`src/rtl/aahs_pkg.sv`:
```
// shared types and constants of the arm authorization handshake unit
// result word layout, result groups, register map and message codes
// no dependencies
`default_nettype none

package aahs_pkg;

  // message codes carried on the input op field
  typedef enum logic [1:0] {
    OP_CMD   = 2'd0,
    OP_COUNT = 2'd1,
    OP_ITEM  = 2'd2,
    OP_TICK  = 2'd3
  } op_t;

  typedef enum logic [2:0] {
    KIND_CMD_ACK     = 3'd0,
    KIND_LIST_REQ    = 3'd1,
    KIND_ITEM_REQ    = 3'd2,
    KIND_MISSION_ACK = 3'd3,
    KIND_HEARTBEAT   = 3'd4
  } kind_t;

  typedef enum logic [1:0] {
    ACK_IN_PROGRESS = 2'd0,
    ACK_ACCEPTED    = 2'd1,
    ACK_DENIED      = 2'd2,
    ACK_FAILED      = 2'd3
  } ack_t;

  typedef enum logic [1:0] {
    REASON_NONE     = 2'd0,
    REASON_BAD_ITEM = 2'd1,
    REASON_TIMEOUT  = 2'd2
  } reason_t;

  // register map
  localparam int unsigned CFG_IDX_W = 3;
  localparam logic [CFG_IDX_W-1:0] REG_OWN_ID       = 3'd0;
  localparam logic [CFG_IDX_W-1:0] REG_ARM_CMD      = 3'd1;
  localparam logic [CFG_IDX_W-1:0] REG_MAX_ALT      = 3'd2;
  localparam logic [CFG_IDX_W-1:0] REG_AUTH_TIMEOUT = 3'd3;
  localparam logic [CFG_IDX_W-1:0] REG_HB_PERIOD    = 3'd4;
  localparam logic [CFG_IDX_W-1:0] REG_GRANT_SEC    = 3'd5;

  typedef struct packed {
    logic        [7:0]  own_system_id;
    logic        [15:0] arm_command_code;
    logic signed [31:0] max_altitude_mm;
    logic        [31:0] auth_timeout_ticks;
    logic        [31:0] heartbeat_period_ticks;
    logic        [15:0] grant_seconds;
  } cfg_t;

  // one result word without the last flag
  typedef struct packed {
    kind_t       kind;
    logic [7:0]  dest_system;
    ack_t        ack_result;
    reason_t     deny_reason;
    logic [15:0] ack_param;
    logic [15:0] request_seq;
  } res_t;

  // all results caused by one input word, slot 0 first
  localparam int unsigned GRP_SLOTS = 3;
  typedef struct packed {
    logic [1:0]                cnt;
    res_t [GRP_SLOTS-1:0]      res;
  } grp_t;

  // group queue between front and back
  localparam int unsigned QDEPTH = 2;
  localparam int unsigned QAW    = (QDEPTH > 1) ? $clog2(QDEPTH) : 1;
  localparam int unsigned QCW    = $clog2(QDEPTH + 1);

endpackage

`default_nettype wire

```
`src/rtl/aahs_if.sv`:
```
// channel interfaces of the arm authorization handshake unit
// input message channel, result channel, register write channel
// depends on aahs_pkg
`default_nettype none

interface aahs_in_if;
  logic               valid;
  logic               ready;
  logic        [1:0]  op;
  logic        [7:0]  sender_system;
  logic        [7:0]  addressed_system;
  logic        [15:0] command_code;
  logic        [15:0] item_count;
  logic        [15:0] item_seq;
  logic signed [31:0] altitude_mm;

  modport source (
    output valid, op, sender_system, addressed_system, command_code,
           item_count, item_seq, altitude_mm,
    input  ready
  );
  modport sink (
    input  valid, op, sender_system, addressed_system, command_code,
           item_count, item_seq, altitude_mm,
    output ready
  );
endinterface

interface aahs_out_if;
  logic        valid;
  logic        ready;
  logic [2:0]  kind;
  logic [7:0]  dest_system;
  logic [1:0]  ack_result;
  logic [1:0]  deny_reason;
  logic [15:0] ack_param;
  logic [15:0] request_seq;
  logic        last;

  modport source (
    output valid, kind, dest_system, ack_result, deny_reason, ack_param,
           request_seq, last,
    input  ready
  );
  modport sink (
    input  valid, kind, dest_system, ack_result, deny_reason, ack_param,
           request_seq, last,
    output ready
  );
endinterface

interface aahs_cfg_if;
  import aahs_pkg::*;
  logic                 valid;
  logic                 ready;
  logic [CFG_IDX_W-1:0] index;
  logic [31:0]          data;

  modport source (output valid, index, data, input ready);
  modport sink (input valid, index, data, output ready);
endinterface

`default_nettype wire

```
`src/rtl/aahs_front.sv`:
```
// front part: accepts input words, runs the handshake state machine and
// builds the group of results each word causes
// depends on aahs_pkg and aahs_if
`default_nettype none

module aahs_front (
  input  wire logic          clk,
  input  wire logic          rst_n,
  aahs_in_if.sink            in_ch,
  input  wire aahs_pkg::cfg_t cfg,
  input  wire logic          q_full,
  output logic               push,
  output aahs_pkg::grp_t     push_grp
);
  import aahs_pkg::*;

  typedef enum logic [1:0] {
    PH_IDLE  = 2'd0,
    PH_COUNT = 2'd1,
    PH_ITEMS = 2'd2
  } phase_t;

  phase_t      phase_r, phase_nxt;
  logic [7:0]  peer_r, peer_nxt;
  logic [15:0] expected_r, expected_nxt;
  logic        mission_ok_r, mission_ok_nxt;
  logic [15:0] first_bad_r, first_bad_nxt;
  logic [31:0] auth_cnt_r, auth_cnt_nxt;
  logic [31:0] hb_cnt_r, hb_cnt_nxt;

  logic        accept;
  logic        for_us;
  logic        bad_item;
  logic [15:0] next_seq;
  logic [1:0]  slot;
  grp_t        grp;

  function automatic res_t mk_res(kind_t k, logic [7:0] dest, ack_t a, reason_t r,
                                  logic [15:0] param, logic [15:0] seq);
    res_t w;
    w.kind        = k;
    w.dest_system = dest;
    w.ack_result  = a;
    w.deny_reason = r;
    w.ack_param   = param;
    w.request_seq = seq;
    return w;
  endfunction

  assign in_ch.ready = !q_full;
  assign accept      = in_ch.valid && !q_full;
  assign for_us      = (in_ch.addressed_system == cfg.own_system_id);
  assign next_seq    = in_ch.item_seq + 16'd1;
  assign bad_item    = mission_ok_r &&
                       ($signed(in_ch.altitude_mm) > $signed(cfg.max_altitude_mm));

  always_comb begin
    phase_nxt      = phase_r;
    peer_nxt       = peer_r;
    expected_nxt   = expected_r;
    mission_ok_nxt = mission_ok_r;
    first_bad_nxt  = first_bad_r;
    auth_cnt_nxt   = auth_cnt_r;
    hb_cnt_nxt     = hb_cnt_r;
    grp            = '0;
    slot           = 2'd0;
    unique case (op_t'(in_ch.op))
      OP_CMD: begin
        if (in_ch.command_code == cfg.arm_command_code && phase_r == PH_IDLE && for_us) begin
          peer_nxt     = in_ch.sender_system;
          phase_nxt    = PH_COUNT;
          auth_cnt_nxt = cfg.auth_timeout_ticks;
          grp.res[0]   = mk_res(KIND_CMD_ACK, in_ch.sender_system, ACK_IN_PROGRESS,
                                REASON_NONE, 16'd0, 16'd0);
          grp.res[1]   = mk_res(KIND_LIST_REQ, in_ch.sender_system, ACK_IN_PROGRESS,
                                REASON_NONE, 16'd0, 16'd0);
          grp.cnt      = 2'd2;
        end
      end
      OP_COUNT: begin
        if (phase_r == PH_COUNT && for_us) begin
          if (in_ch.item_count == 16'd0) begin
            grp.res[0] = mk_res(KIND_CMD_ACK, peer_r, ACK_DENIED, REASON_BAD_ITEM,
                                16'd0, 16'd0);
            phase_nxt  = PH_IDLE;
          end else begin
            expected_nxt   = in_ch.item_count;
            phase_nxt      = PH_ITEMS;
            mission_ok_nxt = 1'b1;
            grp.res[0]     = mk_res(KIND_ITEM_REQ, peer_r, ACK_IN_PROGRESS, REASON_NONE,
                                    16'd0, 16'd0);
          end
          grp.cnt = 2'd1;
        end
      end
      OP_ITEM: begin
        if (phase_r == PH_ITEMS && for_us) begin
          if (bad_item) begin
            mission_ok_nxt = 1'b0;
            first_bad_nxt  = in_ch.item_seq;
          end
          if (next_seq == expected_r) begin
            if (!bad_item && mission_ok_r) begin
              grp.res[0] = mk_res(KIND_CMD_ACK, peer_r, ACK_ACCEPTED, REASON_NONE,
                                  cfg.grant_seconds, 16'd0);
            end else begin
              grp.res[0] = mk_res(KIND_CMD_ACK, peer_r, ACK_DENIED, REASON_BAD_ITEM,
                                  first_bad_nxt, 16'd0);
            end
            grp.res[1] = mk_res(KIND_MISSION_ACK, peer_r, ACK_IN_PROGRESS, REASON_NONE,
                                16'd0, 16'd0);
            grp.cnt    = 2'd2;
            phase_nxt  = PH_IDLE;
          end else begin
            grp.res[0] = mk_res(KIND_ITEM_REQ, peer_r, ACK_IN_PROGRESS, REASON_NONE,
                                16'd0, next_seq);
            grp.cnt    = 2'd1;
          end
        end
      end
      OP_TICK: begin
        if (hb_cnt_r == 32'd0) begin
          grp.res[slot] = mk_res(KIND_HEARTBEAT, 8'd0, ACK_IN_PROGRESS, REASON_NONE,
                                 16'd0, 16'd0);
          slot          = slot + 2'd1;
          hb_cnt_nxt    = (cfg.heartbeat_period_ticks == 32'd0) ? 32'd0
                          : cfg.heartbeat_period_ticks - 32'd1;
        end else begin
          hb_cnt_nxt = hb_cnt_r - 32'd1;
        end
        if (phase_r != PH_IDLE) begin
          if (auth_cnt_r == 32'd0) begin
            grp.res[slot] = mk_res(KIND_CMD_ACK, peer_r, ACK_FAILED, REASON_TIMEOUT,
                                   16'd0, 16'd0);
            slot          = slot + 2'd1;
            grp.res[slot] = mk_res(KIND_MISSION_ACK, peer_r, ACK_IN_PROGRESS,
                                   REASON_NONE, 16'd0, 16'd0);
            slot          = slot + 2'd1;
            phase_nxt     = PH_IDLE;
          end else begin
            auth_cnt_nxt = auth_cnt_r - 32'd1;
          end
        end
        grp.cnt = slot;
      end
      default: ;
    endcase
  end

  assign push     = accept && (grp.cnt != 2'd0);
  assign push_grp = grp;

  always_ff @(posedge clk) begin
    if (!rst_n) begin
      phase_r      <= PH_IDLE;
      peer_r       <= '0;
      expected_r   <= '0;
      mission_ok_r <= 1'b0;
      first_bad_r  <= '0;
      auth_cnt_r   <= '0;
      hb_cnt_r     <= '0;
    end else if (accept) begin
      phase_r      <= phase_nxt;
      peer_r       <= peer_nxt;
      expected_r   <= expected_nxt;
      mission_ok_r <= mission_ok_nxt;
      first_bad_r  <= first_bad_nxt;
      auth_cnt_r   <= auth_cnt_nxt;
      hb_cnt_r     <= hb_cnt_nxt;
    end
  end

endmodule

`default_nettype wire

```
`src/rtl/aahs_queue.sv`:
```
// short queue of result groups between front and back
// head entry is shown without a read delay
// depends on aahs_pkg
`default_nettype none

module aahs_queue (
  input  wire logic           clk,
  input  wire logic           rst_n,
  input  wire logic           push,
  input  wire aahs_pkg::grp_t push_grp,
  input  wire logic           pop,
  output logic                full,
  output logic                not_empty,
  output aahs_pkg::grp_t      head
);
  import aahs_pkg::*;

  grp_t           mem_r [QDEPTH];
  logic [QAW-1:0] wr_ptr_r, wr_ptr_nxt;
  logic [QAW-1:0] rd_ptr_r, rd_ptr_nxt;
  logic [QCW-1:0] cnt_r, cnt_nxt;
  logic           do_push, do_pop;

  assign full      = (cnt_r == QCW'(QDEPTH));
  assign not_empty = (cnt_r != '0);
  assign head      = mem_r[rd_ptr_r];
  assign do_push   = push && !full;
  assign do_pop    = pop && not_empty;

  function automatic logic [QAW-1:0] ptr_inc(logic [QAW-1:0] p);
    return (p == QAW'(QDEPTH - 1)) ? '0 : p + QAW'(1);
  endfunction

  always_comb begin
    wr_ptr_nxt = do_push ? ptr_inc(wr_ptr_r) : wr_ptr_r;
    rd_ptr_nxt = do_pop ? ptr_inc(rd_ptr_r) : rd_ptr_r;
    cnt_nxt    = cnt_r + QCW'(do_push) - QCW'(do_pop);
  end

  always_ff @(posedge clk) begin
    if (!rst_n) begin
      wr_ptr_r <= '0;
      rd_ptr_r <= '0;
      cnt_r    <= '0;
    end else begin
      wr_ptr_r <= wr_ptr_nxt;
      rd_ptr_r <= rd_ptr_nxt;
      cnt_r    <= cnt_nxt;
    end
  end

  always_ff @(posedge clk) begin
    if (do_push) begin
      mem_r[wr_ptr_r] <= push_grp;
    end
  end

endmodule

`default_nettype wire

```
`src/rtl/aahs_back.sv`:
```
// back part: walks the head group one result at a time into the
// output register and marks the final word of each group
// depends on aahs_pkg and aahs_if
`default_nettype none

module aahs_back (
  input  wire logic           clk,
  input  wire logic           rst_n,
  input  wire logic           q_not_empty,
  input  wire aahs_pkg::grp_t q_head,
  output logic                pop,
  aahs_out_if.source          out_ch
);
  import aahs_pkg::*;

  logic [1:0] idx_r, idx_nxt;
  logic       out_valid_r, out_valid_nxt;
  res_t       out_res_r;
  logic       out_last_r;
  logic       load;
  logic       grp_end;

  assign load    = q_not_empty && (!out_valid_r || out_ch.ready);
  assign grp_end = (idx_r == (q_head.cnt - 2'd1));
  assign pop     = load && grp_end;

  always_comb begin
    idx_nxt = idx_r;
    if (load) begin
      idx_nxt = grp_end ? 2'd0 : idx_r + 2'd1;
    end
    if (load) begin
      out_valid_nxt = 1'b1;
    end else if (out_ch.ready) begin
      out_valid_nxt = 1'b0;
    end else begin
      out_valid_nxt = out_valid_r;
    end
  end

  always_ff @(posedge clk) begin
    if (!rst_n) begin
      idx_r       <= '0;
      out_valid_r <= 1'b0;
    end else begin
      idx_r       <= idx_nxt;
      out_valid_r <= out_valid_nxt;
    end
  end

  always_ff @(posedge clk) begin
    if (load) begin
      out_res_r  <= q_head.res[idx_r];
      out_last_r <= grp_end;
    end
  end

  assign out_ch.valid       = out_valid_r;
  assign out_ch.kind        = out_res_r.kind;
  assign out_ch.dest_system = out_res_r.dest_system;
  assign out_ch.ack_result  = out_res_r.ack_result;
  assign out_ch.deny_reason = out_res_r.deny_reason;
  assign out_ch.ack_param   = out_res_r.ack_param;
  assign out_ch.request_seq = out_res_r.request_seq;
  assign out_ch.last        = out_last_r;

endmodule

`default_nettype wire

```
`src/rtl/arm_authorization_handshake_unit.sv`:
```
// arm authorization handshake unit, top level
// holds the register file and joins front, group queue and back
// depends on aahs_pkg, aahs_if, aahs_front, aahs_queue, aahs_back
//
// in_ch takes decoded words: arm command, mission count, mission item, tick.
// out_ch gives the result words: command ack, list request,
// item request, mission ack or heartbeat; last marks the final word caused
// by one input word (up to three). cfg_ch writes the six registers by index
// and is always ready; write only while no words are in flight.
// an accepted word's group is written into the queue; the back then loads
// its results into the output register, one result word per cycle while
// out_ch is ready. throughput: one input word per cycle while results keep
// pace; the single output register drains one word per ready cycle.
// a two-group queue sits between the state machine and the output side, so
// input keeps flowing while a finished word waits at out_ch.
// a stalled receiver holds out_ch steady; once the queue fills in_ch.ready
// drops. synchronous reset restores register defaults, returns the state
// machine to idle, clears both countdowns (first tick sends a heartbeat) and
// empties the queue.
`default_nettype none

module arm_authorization_handshake_unit (
  input  wire logic  clk,
  input  wire logic  rst_n,
  aahs_in_if.sink    in_ch,
  aahs_out_if.source out_ch,
  aahs_cfg_if.sink   cfg_ch
);
  import aahs_pkg::*;

  cfg_t cfg_r, cfg_nxt;
  logic q_full;
  logic q_not_empty;
  logic q_push;
  logic q_pop;
  grp_t q_push_grp;
  grp_t q_head;

  // register file, writes always taken
  assign cfg_ch.ready = 1'b1;

  always_comb begin
    cfg_nxt = cfg_r;
    if (cfg_ch.valid) begin
      unique case (cfg_ch.index)
        REG_OWN_ID:       cfg_nxt.own_system_id          = cfg_ch.data[7:0];
        REG_ARM_CMD:      cfg_nxt.arm_command_code       = cfg_ch.data[15:0];
        REG_MAX_ALT:      cfg_nxt.max_altitude_mm        = $signed(cfg_ch.data);
        REG_AUTH_TIMEOUT: cfg_nxt.auth_timeout_ticks     = cfg_ch.data;
        REG_HB_PERIOD:    cfg_nxt.heartbeat_period_ticks = cfg_ch.data;
        REG_GRANT_SEC:    cfg_nxt.grant_seconds          = cfg_ch.data[15:0];
        default: ; // unmapped index, write dropped
      endcase
    end
  end

  always_ff @(posedge clk) begin
    if (!rst_n) begin
      cfg_r.own_system_id          <= 8'd10;
      cfg_r.arm_command_code       <= 16'd3001;
      cfg_r.max_altitude_mm        <= 32'sd15000;
      cfg_r.auth_timeout_ticks     <= 32'd10000;
      cfg_r.heartbeat_period_ticks <= 32'd3000;
      cfg_r.grant_seconds          <= 16'd60;
    end else begin
      cfg_r <= cfg_nxt;
    end
  end

  // front: classify and update handshake state
  aahs_front u_front (
    .clk      (clk),
    .rst_n    (rst_n),
    .in_ch    (in_ch),
    .cfg      (cfg_r),
    .q_full   (q_full),
    .push     (q_push),
    .push_grp (q_push_grp)
  );

  // result groups waiting for the output side
  aahs_queue u_queue (
    .clk       (clk),
    .rst_n     (rst_n),
    .push      (q_push),
    .push_grp  (q_push_grp),
    .pop       (q_pop),
    .full      (q_full),
    .not_empty (q_not_empty),
    .head      (q_head)
  );

  // back: serialize each group onto out_ch
  aahs_back u_back (
    .clk         (clk),
    .rst_n       (rst_n),
    .q_not_empty (q_not_empty),
    .q_head      (q_head),
    .pop         (q_pop),
    .out_ch      (out_ch)
  );

endmodule

`default_nettype wire

```
`src/flat_wrapper.sv`:
```
// flat-port wrapper written by rule: the top's interface ports become plain ports
module arm_authorization_handshake_unit_flat import aahs_pkg::*;
  (clk, rst_n, in_ch_valid, in_ch_op, in_ch_sender_system, in_ch_addressed_system, in_ch_command_code, in_ch_item_count, in_ch_item_seq, in_ch_altitude_mm, in_ch_ready, out_ch_valid, out_ch_kind, out_ch_dest_system, out_ch_ack_result, out_ch_deny_reason, out_ch_ack_param, out_ch_request_seq, out_ch_last, out_ch_ready, cfg_ch_valid, cfg_ch_index, cfg_ch_data, cfg_ch_ready);
  aahs_in_if in_ch_i ();
  aahs_out_if out_ch_i ();
  aahs_cfg_if cfg_ch_i ();
  input  wire logic clk;
  input  wire logic rst_n;
  input wire logic [$bits(in_ch_i.valid)-1:0] in_ch_valid;
  input wire logic [$bits(in_ch_i.op)-1:0] in_ch_op;
  input wire logic [$bits(in_ch_i.sender_system)-1:0] in_ch_sender_system;
  input wire logic [$bits(in_ch_i.addressed_system)-1:0] in_ch_addressed_system;
  input wire logic [$bits(in_ch_i.command_code)-1:0] in_ch_command_code;
  input wire logic [$bits(in_ch_i.item_count)-1:0] in_ch_item_count;
  input wire logic [$bits(in_ch_i.item_seq)-1:0] in_ch_item_seq;
  input wire logic [$bits(in_ch_i.altitude_mm)-1:0] in_ch_altitude_mm;
  output wire logic [$bits(in_ch_i.ready)-1:0] in_ch_ready;
  output wire logic [$bits(out_ch_i.valid)-1:0] out_ch_valid;
  output wire logic [$bits(out_ch_i.kind)-1:0] out_ch_kind;
  output wire logic [$bits(out_ch_i.dest_system)-1:0] out_ch_dest_system;
  output wire logic [$bits(out_ch_i.ack_result)-1:0] out_ch_ack_result;
  output wire logic [$bits(out_ch_i.deny_reason)-1:0] out_ch_deny_reason;
  output wire logic [$bits(out_ch_i.ack_param)-1:0] out_ch_ack_param;
  output wire logic [$bits(out_ch_i.request_seq)-1:0] out_ch_request_seq;
  output wire logic [$bits(out_ch_i.last)-1:0] out_ch_last;
  input wire logic [$bits(out_ch_i.ready)-1:0] out_ch_ready;
  input wire logic [$bits(cfg_ch_i.valid)-1:0] cfg_ch_valid;
  input wire logic [$bits(cfg_ch_i.index)-1:0] cfg_ch_index;
  input wire logic [$bits(cfg_ch_i.data)-1:0] cfg_ch_data;
  output wire logic [$bits(cfg_ch_i.ready)-1:0] cfg_ch_ready;
  assign in_ch_i.valid = in_ch_valid;
  assign in_ch_i.op = in_ch_op;
  assign in_ch_i.sender_system = in_ch_sender_system;
  assign in_ch_i.addressed_system = in_ch_addressed_system;
  assign in_ch_i.command_code = in_ch_command_code;
  assign in_ch_i.item_count = in_ch_item_count;
  assign in_ch_i.item_seq = in_ch_item_seq;
  assign in_ch_i.altitude_mm = in_ch_altitude_mm;
  assign in_ch_ready = in_ch_i.ready;
  assign out_ch_valid = out_ch_i.valid;
  assign out_ch_kind = out_ch_i.kind;
  assign out_ch_dest_system = out_ch_i.dest_system;
  assign out_ch_ack_result = out_ch_i.ack_result;
  assign out_ch_deny_reason = out_ch_i.deny_reason;
  assign out_ch_ack_param = out_ch_i.ack_param;
  assign out_ch_request_seq = out_ch_i.request_seq;
  assign out_ch_last = out_ch_i.last;
  assign out_ch_i.ready = out_ch_ready;
  assign cfg_ch_i.valid = cfg_ch_valid;
  assign cfg_ch_i.index = cfg_ch_index;
  assign cfg_ch_i.data = cfg_ch_data;
  assign cfg_ch_ready = cfg_ch_i.ready;
  arm_authorization_handshake_unit u_core (.clk(clk), .rst_n(rst_n), .in_ch(in_ch_i), .out_ch(out_ch_i), .cfg_ch(cfg_ch_i));
endmodule
```
`config.mk`:
```
export PLATFORM = sky130hd
export DESIGN_NAME = arm_authorization_handshake_unit_flat
export DESIGN_NICKNAME = d
export VERILOG_FILES = /design/src/rtl/aahs_pkg.sv /design/src/rtl/aahs_if.sv /design/src/rtl/aahs_front.sv /design/src/rtl/aahs_queue.sv /design/src/rtl/aahs_back.sv /design/src/rtl/arm_authorization_handshake_unit.sv /design/src/flat_wrapper.sv
export SDC_FILE = /design/constraint.sdc
export NUM_CORES = 1
export LEC_CHECK = 0
export ABC_AREA = 1
export BUFFER_PORTS_ARGS = -buffer_cell sky130_fd_sc_hd__buf_2
export CAP_MARGIN = 20
export CORE_MARGIN = 3
export CORE_UTILIZATION = 65
export CTS_CLUSTER_DIAMETER = 40
export DETAILED_ROUTE_END_ITERATION = 16
export PLACE_DENSITY_LB_ADDON = 0.3
export SYNTH_ARGS = -nofsm -noshare
export SYNTH_HDL_FRONTEND = slang
export SYNTH_SLANG_ARGS = --single-unit
export TNS_END_PERCENT = 10
```
`constraint.sdc`:
```
create_clock -name clk -period 16.82 [get_ports clk]
set_input_delay 3.364 -clock clk [delete_from_list [all_inputs] [get_ports clk]]
set_output_delay 3.364 -clock clk [all_outputs]
set_load 0.01 [all_outputs]
```
==> metrics <==
proportion of layout cells with a drive suffix above 1=12.63%; LEAKAGE=10.55 nW; peak supply drop=0.09253 mV; wire per inst=18.00 um; Synth Area per Inst=8.106 um^2; Post-synth ARST share=0%; CTS sink cnt=435; fin cells=3232; CTS H-tree lvls=2; worst path buffer plus inverter count=2; first-pass GRT wire length=92140 um; Syn Inst Count=2609; initial antenna violation count=1; placed insts=3139; Post-CTS Setup Bufs=0; Num CTS Buffers=50; Fin Setup TNS=0 ns; DR DRC count=0; HP Class=reg -> reg; GP Congestion=0.9799; CP Max Fanout=50; Clk Latency, worst-skew pair=0.57 ns; CP cell instances=buf_2, ha_1, nand2_1, nor2_4, nand2_1, nand2_1, nand2_1, nand2_1, nand2_1, nor2_1, nand3_1, nor2_1, nand3_1, nand3_1, nand2_1, nand2_2, nand2_1, nor2_4, buf_4; multi-input logic area=9045 um^2; Synth top area share=26.13%; Row Count=65; CTS Hold Bufs=0; most frequent cell after synthesis=nor2_1; area grow syn2layout=14.09%; clk root buf=clkbuf_16; status=finished clean; clock skew=0.02042 ns; largest net degree at the start of global routing=121; Post-synth EDFFs=184; Final Hold Fails=0; slowest CP cell=buf_4; Initial Util=66.50%; CTS tree=done; Final Cycle Share=38.19%; PostCTS Resize Cnt=0; part of the power in the clock network=37.4%; Net Sw Power=0.9328 mW; adder-cell share of the synthesized area=2.248%; Slew Viols, Final=0; largest family of logic cells by synthesized area=simple AND/OR/NAND/NOR gates; Die W=186.4 um; drt via density=5.862; Yosys reg bits=435; post-route core utilization=75.88%; half-perimeter wire length after placement=40100 um; Crit path max-delay family=simple AND/OR/NAND/NOR gates; Vias=18950; CP arrival=6.62 ns; post-synthesis xor/xnor area fraction=3.656%; Reg area=10550 um^2; Synth Area in Compound Gates=14.57%; core area=31800 um^2; Setup-failing EPs final=0; RSZ-0062 raised after global routing=no; pre-CTS WS=9.886 ns; max_slew headroom=26.40%; Cell Area, Synth=21150 um^2; hold_ws=0.4608 ns; Pwr Density=127.2 nW/um^2; Nets=2933; ys flop type=dfxtp_1; 1st-pass router iterations=6; Die Height=186.4 um; vias in the first global route=17910; Switching Share=30.38%; mux share of post-synthesis cell area=0.09466%; sequential-to-total area share from yosys stat=49.89%; dominant cell type by area after synthesis=edfxtp_1; crit-path max cell delay=0.63 ns; combinational power share=21.2%; Area contributors post-synth=edfxtp_1, dfxtp_1, nor2_1, nand2_1, o21ai_0; Max-Cap Viols=0; Slew @ Worst Pin=1.104 ns; crit path kind=in -> reg; total track usage=32.37%; sequential power share=41.4%; total die area=34740 um^2; Pint=2.137 mW; filler cell count in the final layout=2292; syn nets=2785; top post-synthesis cells by count=nor2_1, nand2_1, inv_1, o21ai_0, dfxtp_1; top-level I/O count=189; clock slew at reported path FFs=0.06 ns; grt total ovfl=0; PortBufs=187; antenna-violating nets left=0; Critical Path Source Type=primary input; Longest Clk Path Bufs=3; YS warnings=0; Worst EP required=17.02 ns; maximum clock rate=155.7 MHz; DRT iter0 DRCs=2026; post-synth cell types=54; Most common cell on crit path=nand2_1; worst setup margin=10.40 ns; drt total wl=58160 um; fin crit period=6.424 ns; post-synthesis simple-gate area fraction=22.03%; Worst Setup End Kind=flop
power groups by stage:
| stage | Combinational [mW] | Clock (mW) | Sequential [mW] |
|---|---|---|---|
| final | 0.649 | 1.15 | 1.27 |
| after floorplan | 0.407 | 0 | 1.32 |
| after global placement | 0.620 | 0 | 1.29 |
| after detailed placement | 0.637 | 0 | 1.29 |
| after CTS | 0.646 | 1.16 | 1.27 |
| after global routing | 0.726 | 1.20 | 1.28 |
through the flow:
step | power, mW | instance area [um^2]
after floorplan | 1.726 | 21150
after global placement | 1.910 | 22350
after detailed placement | 1.929 | 22350
after CTS | 3.073 | 24110
after global routing | 3.206 | 24130
final | 3.070 | 24130
worst min-delay path: stages, from the launching register on:
cell and delay [ns]:
dfxtp_1 0.29, inv_1 0.06, a21oi_1 0.06
worst paths after layout:
kind / end / slack [ns] / startpoint / depth (start not counted)
max: u_core.u_queue.mem_r[0][12]$_DFFE_PP_ / 10.40 / in_ch_item_seq[0] / 19
max reg2reg: u_core.u_queue.mem_r[0][12]$_DFFE_PP_ / 12.63 / u_core.u_front.hb_cnt_r[0]$_SDFFE_PN0P_ / 15
min reg2reg: u_core.cfg_r[82]$_SDFFE_PN0P_ / 0.46 / u_core.cfg_r[82]$_SDFFE_PN0P_ / 2
min: u_core.cfg_r[82]$_SDFFE_PN0P_ / 0.46 / u_core.cfg_r[82]$_SDFFE_PN0P_ / 2
layout make-up:
class	instances	share of cell area, %
antenna	1	0.01037
clock buffer	64	5.652
clock inverter	27	1.649
inverter	298	4.641
multi-input combinational	1764	37.49
sequential	435	43.73
tap	435	2.256
timing repair buffer	208	4.574
sequential cells by signal, summed over array words and instances, names as in the netlist, 3 cells and up, named ones only:
| register | count |
|---|---|
| u_core.cfg_r | 136 |
| u_core.u_queue.mem_r | 136 |
| u_core.u_front.auth_cnt_r | 32 |
| u_core.u_front.hb_cnt_r | 32 |
| u_core.u_back.out_ch.ack_param | 16 |
| u_core.u_back.out_ch.request_seq | 16 |
| u_core.u_front.expected_r | 16 |
| u_core.u_front.first_bad_r | 16 |
| u_core.u_back.out_ch.dest_system | 8 |
| u_core.u_front.peer_r | 8 |
| u_core.u_back.out_ch.kind | 3 |
logic make-up (layout without fill, tap and decap cells):
family,Yosys count,after routing
other cells,1,2
simple gates,1081,1081
fa+ha+maj,38,38
xor+xnor,85,85
mux,2,2
flops,435,435
buf+inv,410,597
compound gates,557,557
cells in the final DEF (no fill, tap or decap), drive strengths merged, types with 3 or more instances in the layout:
master	n
a211oi	5
nor3	23
o21bai	3
o21a	24
nand4	45
o211ai	45
or2	4
dfxtp	251
xnor2	28
nand3b	7
edfxtp	184
ha	38
a21oi	153
a31oi	12
clkbuf	64
bufinv	8
clkinv	14
inv	302
o221ai	7
nor2	432
a221oi	6
nand2	390
buf	208
nor4	10
xor2	55
o21ai	283
nand3	168
o22ai	13
routing by layer:
metal,vias up,part of all wire (%),track usage (%)
li1,9024,-,-
met1,8797,41,43.95
met2,971,46,52.34
met3,153,10,6.256
met4,2,3.4,11.63
met5,-,0.022,0
Power figures use the tool's default switching activity.
